$ cat config.mk
export PLATFORM = sky130hd
export DESIGN_NAME = three_rotor_enigma_cipher_flat
export DESIGN_NICKNAME = d
export VERILOG_FILES = /design/src/rtl/tre_pkg.sv /design/src/rtl/tre_if.sv /design/src/rtl/tre_stepper.sv /design/src/rtl/tre_scrambler.sv /design/src/rtl/three_rotor_enigma_cipher.sv /design/src/flat_wrapper.sv
export SDC_FILE = /design/constraint.sdc
export NUM_CORES = 1
export LEC_CHECK = 0
export ABC_AREA = 1
export ABC_CLOCK_PERIOD_IN_PS = 40900
export BUFFER_PORTS_ARGS = -buffer_cell sky130_fd_sc_hd__buf_2
export CORE_ASPECT_RATIO = 2
export CORE_MARGIN = 1.5
export CORE_UTILIZATION = 40
export CTS_CLUSTER_SIZE = 25
export DETAILED_ROUTE_END_ITERATION = 12
export GPL_ROUTABILITY_DRIVEN = 0
export PLACE_DENSITY_LB_ADDON = 0.25
export SLEW_MARGIN = 20
export SYNTH_ARGS = -nofsm -noshare
export SYNTH_HDL_FRONTEND = slang
export SYNTH_SLANG_ARGS = --single-unit
$ cat constraint.sdc
create_clock -name clock -period 40.9 [get_ports clock]
set_clock_uncertainty 0.15 [all_clocks]
set_input_delay 8.18 -clock clock [delete_from_list [all_inputs] [get_ports clock]]
set_output_delay 8.18 -clock clock [all_outputs]
set_load 0.02 [all_outputs]
$ cat src/rtl/tre_pkg.sv
`timescale 1ns / 1ps
`default_nettype none
// ----------------------------------------------------------------------------
// tre_pkg
// Shared types, rotor wiring tables, operation and register codes for the
// three-rotor letter cipher.
// ----------------------------------------------------------------------------
package tre_pkg;

   // Alphabet and position range
   localparam int unsigned LETTERS  = 26;
   localparam int unsigned POS_SPAN = LETTERS * LETTERS * LETTERS;

   // Reciprocal constants for splitting a position into base-26 digits:
   // floor(x / 26) = (x * RECIP26) >> SHIFT26 and floor(x / 676) likewise,
   // exact for every x below POS_SPAN.
   localparam int unsigned RECIP26   = 40330;
   localparam int unsigned SHIFT26   = 20;
   localparam int unsigned RECIP676  = 24819;
   localparam int unsigned SHIFT676  = 24;

   typedef logic [4:0]           letter_type;
   typedef letter_type [25:0]    letter_map_type;
   typedef logic [2:0]           choice_code_type;

   // Operation codes
   typedef logic [1:0] op_type;
   localparam op_type OP_ENCRYPT = 2'd0;
   localparam op_type OP_PLUG    = 2'd1;
   localparam op_type OP_LOAD    = 2'd2;

   // Configuration register indexes
   typedef logic [1:0] csr_index_type;
   localparam csr_index_type REG_FAST_CHOICE   = 2'd0;
   localparam csr_index_type REG_MIDDLE_CHOICE = 2'd1;
   localparam csr_index_type REG_SLOW_CHOICE   = 2'd2;

   localparam choice_code_type FAST_CHOICE_RESET   = 3'd0;
   localparam choice_code_type MIDDLE_CHOICE_RESET = 3'd1;
   localparam choice_code_type SLOW_CHOICE_RESET   = 3'd2;
   localparam choice_code_type CHOICE_MAX          = 3'd4;

   // Rotor offsets
   typedef struct packed {
      letter_type fast;
      letter_type middle;
      letter_type slow;
   } pos_type;

   // Wiring selected in each slot, already clamped to 0..4
   typedef struct packed {
      choice_code_type fast;
      choice_code_type middle;
      choice_code_type slow;
   } choice_type;

   // Position load precomputed at capture
   typedef struct packed {
      logic [14:0] value;   // start position mod POS_SPAN
      logic [9:0]  div26;   // value / 26
      letter_type  div676;  // value / 676
   } load_type;

   // Letter string (A first) to a table of letter codes
   function automatic letter_map_type text_to_map(input logic [26*8-1:0] text);
      letter_map_type m;
      for (int j = 0; j < 26; j++) begin
         m[j] = 5'(text[(25-j)*8 +: 8] - 8'd65);
      end
      return m;
   endfunction

   function automatic letter_map_type invert_map(input letter_map_type fwd);
      letter_map_type m;
      m = '0;
      for (int j = 0; j < 26; j++) begin
         m[fwd[j]] = 5'(j);
      end
      return m;
   endfunction

   function automatic letter_map_type identity_map();
      letter_map_type m;
      for (int j = 0; j < 26; j++) begin
         m[j] = 5'(j);
      end
      return m;
   endfunction

   localparam letter_map_type ROTOR_FWD [0:4] = '{
      text_to_map("EKMFLGDQVZNTOWYHXUSPAIBRCJ"),
      text_to_map("AJDKSIRUXBLHWTMCQGZNPYFVOE"),
      text_to_map("BDFHJLCPRTXVZNYEIWGAKMUSQO"),
      text_to_map("ESOVPZJAYQUIRHXLNFTGKDCMWB"),
      text_to_map("VZBRGITYUPSDNHLXAWMJQOFECK")
   };

   localparam letter_map_type ROTOR_INV [0:4] = '{
      invert_map(ROTOR_FWD[0]),
      invert_map(ROTOR_FWD[1]),
      invert_map(ROTOR_FWD[2]),
      invert_map(ROTOR_FWD[3]),
      invert_map(ROTOR_FWD[4])
   };

   localparam letter_map_type REFLECTOR = text_to_map("YRUHQSLDPXNGOKMIEBFZCWVJAT");

   // Notch letters R, F, W, K, A
   localparam letter_type NOTCH [0:4] = '{5'd17, 5'd5, 5'd22, 5'd10, 5'd0};

   localparam letter_map_type PLUG_RESET = identity_map();

   function automatic letter_type wrap26(input letter_type x);
      return (x >= 5'(LETTERS)) ? 5'(x - 5'(LETTERS)) : x;
   endfunction

   function automatic letter_type add_mod26(input letter_type a, input letter_type b);
      logic [5:0] s;
      s = 6'(a) + 6'(b);
      return (s >= 6'(LETTERS)) ? 5'(s - 6'(LETTERS)) : 5'(s);
   endfunction

   // Both operands below 26; wraps modulo 32 to the right answer
   function automatic letter_type sub_mod26(input letter_type a, input letter_type b);
      return (a >= b) ? 5'(a - b) : 5'(a + 5'(LETTERS) - b);
   endfunction

   function automatic choice_code_type pick(input choice_code_type c);
      return (c > CHOICE_MAX) ? CHOICE_MAX : c;
   endfunction

endpackage
`default_nettype wire

$ cat src/rtl/tre_if.sv
`timescale 1ns / 1ps
`default_nettype none
// ----------------------------------------------------------------------------
// tre_if
// Valid/ready channels of the cipher: request, response and register write.
// ----------------------------------------------------------------------------
interface tre_req_if;
   logic                valid;
   logic                ready;
   tre_pkg::op_type     operation;
   tre_pkg::letter_type letter_in;
   tre_pkg::letter_type plug_target;
   logic [14:0]         start_position;

   modport source (output valid, output operation, output letter_in,
                   output plug_target, output start_position, input ready);
   modport sink   (input valid, input operation, input letter_in,
                   input plug_target, input start_position, output ready);
endinterface

interface tre_rsp_if;
   logic                valid;
   logic                ready;
   tre_pkg::letter_type letter_out;
   tre_pkg::letter_type fast_offset;
   tre_pkg::letter_type middle_offset;
   tre_pkg::letter_type slow_offset;

   modport source (output valid, output letter_out, output fast_offset,
                   output middle_offset, output slow_offset, input ready);
   modport sink   (input valid, input letter_out, input fast_offset,
                   input middle_offset, input slow_offset, output ready);
endinterface

interface tre_csr_if;
   logic                     valid;
   logic                     ready;
   tre_pkg::csr_index_type   index;
   tre_pkg::choice_code_type data;

   modport source (output valid, output index, output data, input ready);
   modport sink   (input valid, input index, input data, output ready);
endinterface
`default_nettype wire

$ cat src/rtl/tre_stepper.sv
`timescale 1ns / 1ps
`default_nettype none
// ----------------------------------------------------------------------------
// tre_stepper
// Rotor offset registers: odometer stepping with notch carries, and loading
// of a start position split into base-26 digits.
// ----------------------------------------------------------------------------
module tre_stepper (
   input  logic                clock,
   input  logic                reset,
   input  logic                step_en,
   input  logic                load_en,
   input  tre_pkg::load_type   load,
   input  tre_pkg::choice_type choice,
   output tre_pkg::pos_type    pos_in
);

   tre_pkg::pos_type    pos_ff;
   tre_pkg::pos_type    pos_step;
   tre_pkg::pos_type    pos_load;
   logic                carry_middle;
   logic                carry_slow;
   logic [14:0]         fast_prod;
   logic [9:0]          middle_prod;

   // Odometer step: the fast rotor always moves, carries at notch letters
   always_comb begin
      pos_step.fast = (pos_ff.fast == 5'(tre_pkg::LETTERS - 1)) ? '0 : 5'(pos_ff.fast + 5'd1);
      carry_middle  = (pos_step.fast == tre_pkg::NOTCH[choice.fast]);
      pos_step.middle = pos_ff.middle;
      if (carry_middle) begin
         pos_step.middle = (pos_ff.middle == 5'(tre_pkg::LETTERS - 1)) ?
                           '0 : 5'(pos_ff.middle + 5'd1);
      end
      carry_slow    = carry_middle && (pos_step.middle == tre_pkg::NOTCH[choice.middle]);
      pos_step.slow = pos_ff.slow;
      if (carry_slow) begin
         pos_step.slow = (pos_ff.slow == 5'(tre_pkg::LETTERS - 1)) ?
                         '0 : 5'(pos_ff.slow + 5'd1);
      end
   end

   // Digits of the loaded position from the precomputed quotients
   always_comb begin
      fast_prod       = 15'(load.div26) * 15'(tre_pkg::LETTERS);
      middle_prod     = 10'(load.div676) * 10'(tre_pkg::LETTERS);
      pos_load.fast   = 5'(load.value - fast_prod);
      pos_load.middle = 5'(load.div26 - middle_prod);
      pos_load.slow   = load.div676;
   end

   // Next offsets
   always_comb begin
      if (step_en) begin
         pos_in = pos_step;
      end else if (load_en) begin
         pos_in = pos_load;
      end else begin
         pos_in = pos_ff;
      end
   end

   always_ff @(posedge clock) begin
      if (reset) begin
         pos_ff <= '0;
      end else begin
         pos_ff <= pos_in;
      end
   end

endmodule
`default_nettype wire

$ cat src/rtl/tre_scrambler.sv
`timescale 1ns / 1ps
`default_nettype none
// ----------------------------------------------------------------------------
// tre_scrambler
// Letter path: plugboard, three rotors forward, reflector, three rotors back,
// plugboard.
// ----------------------------------------------------------------------------
module tre_scrambler (
   input  tre_pkg::letter_type     letter,
   input  tre_pkg::pos_type        pos,
   input  tre_pkg::choice_type     choice,
   input  tre_pkg::letter_map_type plug,
   output tre_pkg::letter_type     cipher
);

   tre_pkg::letter_type entry;
   tre_pkg::letter_type fwd_fast;
   tre_pkg::letter_type fwd_middle;
   tre_pkg::letter_type fwd_slow;
   tre_pkg::letter_type reflected;
   tre_pkg::letter_type back_slow;
   tre_pkg::letter_type back_middle;
   tre_pkg::letter_type back_fast;

   // Forward through plugboard and rotors: wiring at letter plus offset
   always_comb begin
      entry      = plug[tre_pkg::wrap26(letter)];
      fwd_fast   = tre_pkg::ROTOR_FWD[choice.fast][tre_pkg::add_mod26(entry, pos.fast)];
      fwd_middle = tre_pkg::ROTOR_FWD[choice.middle][tre_pkg::add_mod26(fwd_fast, pos.middle)];
      fwd_slow   = tre_pkg::ROTOR_FWD[choice.slow][tre_pkg::add_mod26(fwd_middle, pos.slow)];
      reflected  = tre_pkg::REFLECTOR[fwd_slow];
   end

   // Back through inverse wirings, minus offset, then plugboard
   always_comb begin
      back_slow   = tre_pkg::sub_mod26(tre_pkg::ROTOR_INV[choice.slow][reflected], pos.slow);
      back_middle = tre_pkg::sub_mod26(tre_pkg::ROTOR_INV[choice.middle][back_slow],
                                       pos.middle);
      back_fast   = tre_pkg::sub_mod26(tre_pkg::ROTOR_INV[choice.fast][back_middle],
                                       pos.fast);
      cipher      = plug[back_fast];
   end

endmodule
`default_nettype wire

$ cat src/rtl/three_rotor_enigma_cipher.sv
`timescale 1ns / 1ps
`default_nettype none
// ----------------------------------------------------------------------------
// three_rotor_enigma_cipher
// Three-rotor letter cipher with plugboard, reflector B and five wirings.
// ----------------------------------------------------------------------------
// The block takes one request transaction per clock while the response side
// is not stalled and returns one response transaction per request, in order:
// a request is captured into an input register (where a start position is
// reduced and split by reciprocal multiplies), and once the response register
// can take it, rotor stepping, the full letter path and any state update are
// done in one pass into the response register. Rotor state advances as each
// item leaves the input register, so consecutive encrypt items see each
// other's stepping. Register writes are always ready and take effect at once;
// write them only while no request is in flight.
module three_rotor_enigma_cipher (
   input  logic      clock,
   input  logic      reset,
   tre_req_if.sink   req_ch,
   tre_rsp_if.source rsp_ch,
   tre_csr_if.sink   csr_ch
);

   // Configuration registers
   tre_pkg::choice_code_type fast_choice_ff;
   tre_pkg::choice_code_type middle_choice_ff;
   tre_pkg::choice_code_type slow_choice_ff;
   tre_pkg::choice_type      choice;

   // Input register
   logic                     in_valid_ff;
   logic                     in_valid_in;
   tre_pkg::op_type          in_op_ff;
   tre_pkg::letter_type      in_letter_ff;
   tre_pkg::letter_type      in_target_ff;
   tre_pkg::load_type        in_load_ff;
   tre_pkg::load_type        load_in;

   // Response register
   logic                     out_valid_ff;
   logic                     out_valid_in;
   tre_pkg::letter_type      out_letter_ff;
   tre_pkg::pos_type         out_pos_ff;

   // Plugboard
   tre_pkg::letter_map_type  plug_ff;

   logic                     req_take;
   logic                     fire;
   logic [14:0]              pos_mod;
   logic [30:0]              div26_prod;
   logic [29:0]              div676_prod;
   tre_pkg::pos_type         pos_in;
   tre_pkg::letter_type      cipher;

   // Handshake
   assign fire         = in_valid_ff && (!out_valid_ff || rsp_ch.ready);
   assign req_ch.ready = !in_valid_ff || fire;
   assign req_take     = req_ch.valid && req_ch.ready;
   assign csr_ch.ready = 1'b1;

   assign in_valid_in  = req_take ? 1'b1 : (fire ? 1'b0 : in_valid_ff);
   assign out_valid_in = fire ? 1'b1 : (rsp_ch.ready ? 1'b0 : out_valid_ff);

   // Start position: reduce and divide by 26 and 676 at capture
   always_comb begin
      pos_mod = (req_ch.start_position >= 15'(tre_pkg::POS_SPAN)) ?
                15'(req_ch.start_position - 15'(tre_pkg::POS_SPAN)) :
                req_ch.start_position;
      div26_prod     = 31'(pos_mod) * 31'(tre_pkg::RECIP26);
      div676_prod    = 30'(pos_mod) * 30'(tre_pkg::RECIP676);
      load_in.value  = pos_mod;
      load_in.div26  = div26_prod[tre_pkg::SHIFT26 +: 10];
      load_in.div676 = div676_prod[tre_pkg::SHIFT676 +: 5];
   end

   // Control registers
   always_ff @(posedge clock) begin
      if (reset) begin
         in_valid_ff  <= 1'b0;
         out_valid_ff <= 1'b0;
      end else begin
         in_valid_ff  <= in_valid_in;
         out_valid_ff <= out_valid_in;
      end
   end

   // Input payload
   always_ff @(posedge clock) begin
      if (req_take) begin
         in_op_ff     <= req_ch.operation;
         in_letter_ff <= req_ch.letter_in;
         in_target_ff <= req_ch.plug_target;
         in_load_ff   <= load_in;
      end
   end

   // Configuration writes
   always_ff @(posedge clock) begin
      if (reset) begin
         fast_choice_ff   <= tre_pkg::FAST_CHOICE_RESET;
         middle_choice_ff <= tre_pkg::MIDDLE_CHOICE_RESET;
         slow_choice_ff   <= tre_pkg::SLOW_CHOICE_RESET;
      end else if (csr_ch.valid && csr_ch.ready) begin
         unique case (csr_ch.index)
            tre_pkg::REG_FAST_CHOICE:   fast_choice_ff   <= csr_ch.data;
            tre_pkg::REG_MIDDLE_CHOICE: middle_choice_ff <= csr_ch.data;
            tre_pkg::REG_SLOW_CHOICE:   slow_choice_ff   <= csr_ch.data;
            default: ;
         endcase
      end
   end

   assign choice.fast   = tre_pkg::pick(fast_choice_ff);
   assign choice.middle = tre_pkg::pick(middle_choice_ff);
   assign choice.slow   = tre_pkg::pick(slow_choice_ff);

   // Plugboard entries; writes beyond Z are dropped
   always_ff @(posedge clock) begin
      if (reset) begin
         plug_ff <= tre_pkg::PLUG_RESET;
      end else if (fire && (in_op_ff == tre_pkg::OP_PLUG) &&
                   (in_letter_ff < 5'(tre_pkg::LETTERS))) begin
         plug_ff[in_letter_ff] <= tre_pkg::wrap26(in_target_ff);
      end
   end

   tre_stepper u_stepper (
      .clock   (clock),
      .reset   (reset),
      .step_en (fire && (in_op_ff == tre_pkg::OP_ENCRYPT)),
      .load_en (fire && (in_op_ff == tre_pkg::OP_LOAD)),
      .load    (in_load_ff),
      .choice  (choice),
      .pos_in  (pos_in)
   );

   tre_scrambler u_scrambler (
      .letter (in_letter_ff),
      .pos    (pos_in),
      .choice (choice),
      .plug   (plug_ff),
      .cipher (cipher)
   );

   // Response payload
   always_ff @(posedge clock) begin
      if (fire) begin
         out_letter_ff <= (in_op_ff == tre_pkg::OP_ENCRYPT) ? cipher : '0;
         out_pos_ff    <= pos_in;
      end
   end

   assign rsp_ch.valid         = out_valid_ff;
   assign rsp_ch.letter_out    = out_letter_ff;
   assign rsp_ch.fast_offset   = out_pos_ff.fast;
   assign rsp_ch.middle_offset = out_pos_ff.middle;
   assign rsp_ch.slow_offset   = out_pos_ff.slow;

endmodule
`default_nettype wire
$ cat src/flat_wrapper.sv
// flat-port wrapper written by rule: the top's interface ports become plain ports
module three_rotor_enigma_cipher_flat 
  (clock, reset, req_ch_valid, req_ch_operation, req_ch_letter_in, req_ch_plug_target, req_ch_start_position, req_ch_ready, rsp_ch_valid, rsp_ch_letter_out, rsp_ch_fast_offset, rsp_ch_middle_offset, rsp_ch_slow_offset, rsp_ch_ready, csr_ch_valid, csr_ch_index, csr_ch_data, csr_ch_ready);
  tre_req_if req_ch_i ();
  tre_rsp_if rsp_ch_i ();
  tre_csr_if csr_ch_i ();
  input  logic clock;
  input  logic reset;
  input wire logic [$bits(req_ch_i.valid)-1:0] req_ch_valid;
  input wire logic [$bits(req_ch_i.operation)-1:0] req_ch_operation;
  input wire logic [$bits(req_ch_i.letter_in)-1:0] req_ch_letter_in;
  input wire logic [$bits(req_ch_i.plug_target)-1:0] req_ch_plug_target;
  input wire logic [$bits(req_ch_i.start_position)-1:0] req_ch_start_position;
  output wire logic [$bits(req_ch_i.ready)-1:0] req_ch_ready;
  output wire logic [$bits(rsp_ch_i.valid)-1:0] rsp_ch_valid;
  output wire logic [$bits(rsp_ch_i.letter_out)-1:0] rsp_ch_letter_out;
  output wire logic [$bits(rsp_ch_i.fast_offset)-1:0] rsp_ch_fast_offset;
  output wire logic [$bits(rsp_ch_i.middle_offset)-1:0] rsp_ch_middle_offset;
  output wire logic [$bits(rsp_ch_i.slow_offset)-1:0] rsp_ch_slow_offset;
  input wire logic [$bits(rsp_ch_i.ready)-1:0] rsp_ch_ready;
  input wire logic [$bits(csr_ch_i.valid)-1:0] csr_ch_valid;
  input wire logic [$bits(csr_ch_i.index)-1:0] csr_ch_index;
  input wire logic [$bits(csr_ch_i.data)-1:0] csr_ch_data;
  output wire logic [$bits(csr_ch_i.ready)-1:0] csr_ch_ready;
  assign req_ch_i.valid = req_ch_valid;
  assign req_ch_i.operation = req_ch_operation;
  assign req_ch_i.letter_in = req_ch_letter_in;
  assign req_ch_i.plug_target = req_ch_plug_target;
  assign req_ch_i.start_position = req_ch_start_position;
  assign req_ch_ready = req_ch_i.ready;
  assign rsp_ch_valid = rsp_ch_i.valid;
  assign rsp_ch_letter_out = rsp_ch_i.letter_out;
  assign rsp_ch_fast_offset = rsp_ch_i.fast_offset;
  assign rsp_ch_middle_offset = rsp_ch_i.middle_offset;
  assign rsp_ch_slow_offset = rsp_ch_i.slow_offset;
  assign rsp_ch_i.ready = rsp_ch_ready;
  assign csr_ch_i.valid = csr_ch_valid;
  assign csr_ch_i.index = csr_ch_index;
  assign csr_ch_i.data = csr_ch_data;
  assign csr_ch_ready = csr_ch_i.ready;
  three_rotor_enigma_cipher u_core (.clock(clock), .reset(reset), .req_ch(req_ch_i), .rsp_ch(rsp_ch_i), .csr_ch(csr_ch_i));
endmodule
==> summary.txt <==
Worst setup path
  – Worst setup EP type: register
  – WS Path Type: primary input to register
  – Crit Path Max Fanout: 37
  – Worst setup SP type: primary input
  – Critical Path Slowest Stage Cell: xor2_1
  – CP arrival: 32670 ps
  – CP required: 41040 ps
  – Delay of the slowest critical-path stage: 830 ps
  – Most frequent CP cell: nand2_1
  – Register-to-register setup slack: 14010 ps

Detailed routing
  – Post-route ant nets: 0
  – Metal3 WL: 4990 um
  – Final WL: 94300 um
  – Max layer used: met4
  – Drt pass-1 iters: 8
  – Vias per inst: 5.83
  – Routed WL per cell: 20.9 um
  – Met2 WL post-DR: 49600 um
  – Metal1 wirelength: 30900 um
  – Drc violations: 0
  – Vias: 26200
  – DR iter-0 viols: 2209

Timing
  – Max transition margin: 0.214
  – Worst-margin pin slew: 1170 ps
  – Crit share post-route: 0.795
  – Final setup viols: 0
  – Hold Fails Final Rpt: 0
  – Max Fclk: 30.7 MHz
  – Worst hold slack: 318 ps
  – Final TNS setup: 0 ps
  – Final worst slack: 8370 ps
  – Fin. max-slew vios: 0
  – RSZ-0062 raised after global routing: false
  – Fin crit period: 32530 ps

Die
  – Core Region: 63600 um^2
  – DIE HEIGHT: 361 um
  – Chip Width: 182 um
  – Starting density of the core: 0.402
  – FP Rows: 131
  – Ports: 60
  – Area of the die: 65600 um^2

Clocking
  – Clk sinks: 203
  – CTS resizes: 0
  – Clk root buf: clkbuf_16
  – H-tree depth: 1
  – CTS max path bufs: 3
  – CTS tree: done
  – Clock Latency Late Sink: 550 ps
  – TritonCTS Buffers: 23
  – Clk pin slew, worst setup/hold paths: 70 ps
  – Post-CTS setup buffer count: 0
  – Hold buffers post-CTS: 0

Synth
  – Syn_area_per_cell: 6.87 um^2
  – Synth Flop Type: dfxtp_1
  – Synthesized instance count: 3726
  – Sequential fraction of the synthesis area: 0.177
  – Synthesized cell area: 25600 um^2
  – Synth unique cells: 64
  – Synth area leaders: ha_1 (13%), dfxtp_1 (12%), fa_1 (10%), nand2_1 (9.3%), inv_1 (8.4%)
  – Number of synthesized register bits: 203
  – EDFF count, synth: 47
  – Yosys warnings: 0
  – Syn nets: 4170
  – Cell taking the most area after synthesis: ha_1
  – Post-synth top area share: 0.133
  – Async set-reset flop share out of synthesis: 0

Place
  – Place WS: 8490 ps
  – DP Area: 26500 um^2
  – # port buffers: 58
  – Post-DP HPWL: 73400 um

GRT
  – Pin count of the biggest net entering global routing: 114
  – Gr usage total: 0.284
  – Vias in the first global route: 26000
  – Wire length of the first global-routing pass: 145000 um
  – Initial antenna violation count: 1
  – Grt total ovfl: 0

Layout
  – Fin area: 27300 um^2
  – Number of flip-flops in the largest register: 130
  – Layout Area Growth over Synthesis: 6.51%
  – Layout cells sized above 1: 0.0570
  – Largest regs: u_core.plug_ff: 130 flops, u_core.in_load_ff: 15 flops, u_core.u_stepper.pos_ff: 15 flops
  – Largest Register: u_core.plug_ff
  – Nets: 4132

Status
  – Outcome: complete, no violations

Job
  – Max cap viols: 0

Worst hold path
  – Hold crit path type: register to register
metal layers:
| layer | up-vias | global-route usage |
|---|---|---|
| met5 | - | 0 |
| met4 | 0 | 0.234 |
| met3 | 431 | 0.0316 |
| met2 | 1188 | 0.544 |
| met1 | 12200 | 0.268 |
| li1 | 12400 | - |
synthesized netlist by cell type, types with 4 or more instances:
library cell and number:
nand2_1 632, buf_1 5, nand3_2 12, nand3_1 284
o21ai_0 335, xnor2_1 21, buf_6 9, a311oi_1 4
a211oi_1 37, buf_4 10, nand2_2 18, o21bai_1 4
o22ai_1 5, dfxtp_1 156, buf_2 5, edfxtp_1 47
xor2_1 53, fa_1 134, nor4_1 7, o31ai_1 16
inv_1 576, nand3b_1 5, nand2_4 9, o311ai_0 35
ha_1 273, nor3_1 37, o211ai_1 119, o221ai_1 14
inv_2 10, nor2_2 5, a221oi_1 11, a31oi_1 24
or2_2 9, clkbuf_1 125, nor2_1 336, a21oi_1 247
mux2i_1 7, nand4_1 23, o21ai_1 18, clkinv_1 9
worst max-delay path, delay by kind of cell:
family / cells / cell delay (ps)
xor+xnor: 2 / 990
simple gates: 59 / 9140
fa+ha+maj: 9 / 3560
compound gates: 23 / 4450
buf+inv: 28 / 6250
metrics by stage:
| stage | std cells | utilization |
|---|---|---|
| final | 4502 | 0.429 |
| after global routing | 4501 | 0.429 |
| after CTS | 4500 | 0.428 |
| after detailed placement | 4460 | 0.416 |
| after global placement | 4460 | 0.416 |
| after floorplan | 3726 | - |
placed cells by master, fill, tap and decap left out, types with 5 or more instances in the layout:
master / netlist / routed
ha_1: 273 / 272
nand4_1: 23 / 23
buf_2: 5 / 58
edfxtp_1: 47 / 47
nand3b_1: 5 / 5
nor4_1: 7 / 6
clkbuf_16: 0 / 24
inv_1: 576 / 574
o21ai_0: 335 / 334
buf_4: 10 / 33
nand2_2: 18 / 18
nor2_2: 5 / 5
or2_2: 9 / 9
o311ai_1: 0 / 5
o221ai_1: 14 / 14
nand2_1: 632 / 632
a31oi_1: 24 / 24
o22ai_1: 5 / 5
dfxtp_1: 156 / 156
o311ai_0: 35 / 30
nand2_4: 9 / 9
nor2_1: 336 / 336
a221oi_1: 11 / 11
a21oi_1: 247 / 247
inv_2: 10 / 12
a211oi_1: 37 / 37
o31ai_1: 16 / 16
fa_1: 134 / 134
o21ai_1: 18 / 19
xor2_1: 53 / 52
clkinv_1: 9 / 9
nand3_2: 12 / 12
o211ai_1: 119 / 119
nand3_1: 284 / 284
nor3_1: 37 / 36
xnor2_1: 21 / 21
mux2i_1: 7 / 7
final timing paths:
check | from | end | cells past startpoint
hold reg to reg | u_core.plug_ff[87] | u_core.plug_ff[87] | 2
hold / removal | u_core.plug_ff[87] | u_core.plug_ff[87] | 2
setup / recovery | rsp_ch_ready | u_core.rsp_ch.letter_out[1] | 121
setup reg to reg | u_core.in_letter_ff[2] | u_core.rsp_ch.letter_out[1] | 130
logic make-up after synthesis:
| family | Yosys count | share of synthesized area |
|---|---|---|
| flip-flops | 203 | 0.177 |
| adder cells (fa/ha/maj) | 407 | 0.238 |
| AND/OR/NAND/NOR | 1387 | 0.234 |
| other | 1 | 0.000147 |
| buffers and inverters | 752 | 0.115 |
| multiplexers | 7 | 0.00274 |
| XOR/XNOR | 75 | 0.0260 |
| AO/OA/AOI/OAI | 894 | 0.207 |
final cells by class:
type                       count  area [um^2]
timing repair buffer          92          558
multi-input combinational   2771        18100
clock inverter                 9          115
fill                        6786        36300
clock buffer                  31          657
inverter                     597         2250
antenna                        1         2.50
tap                          798          998
sequential                   203         4530
Power is not shown: default switching activity piles up to over one toggle a cycle in this logic, so the estimate is an artifact.
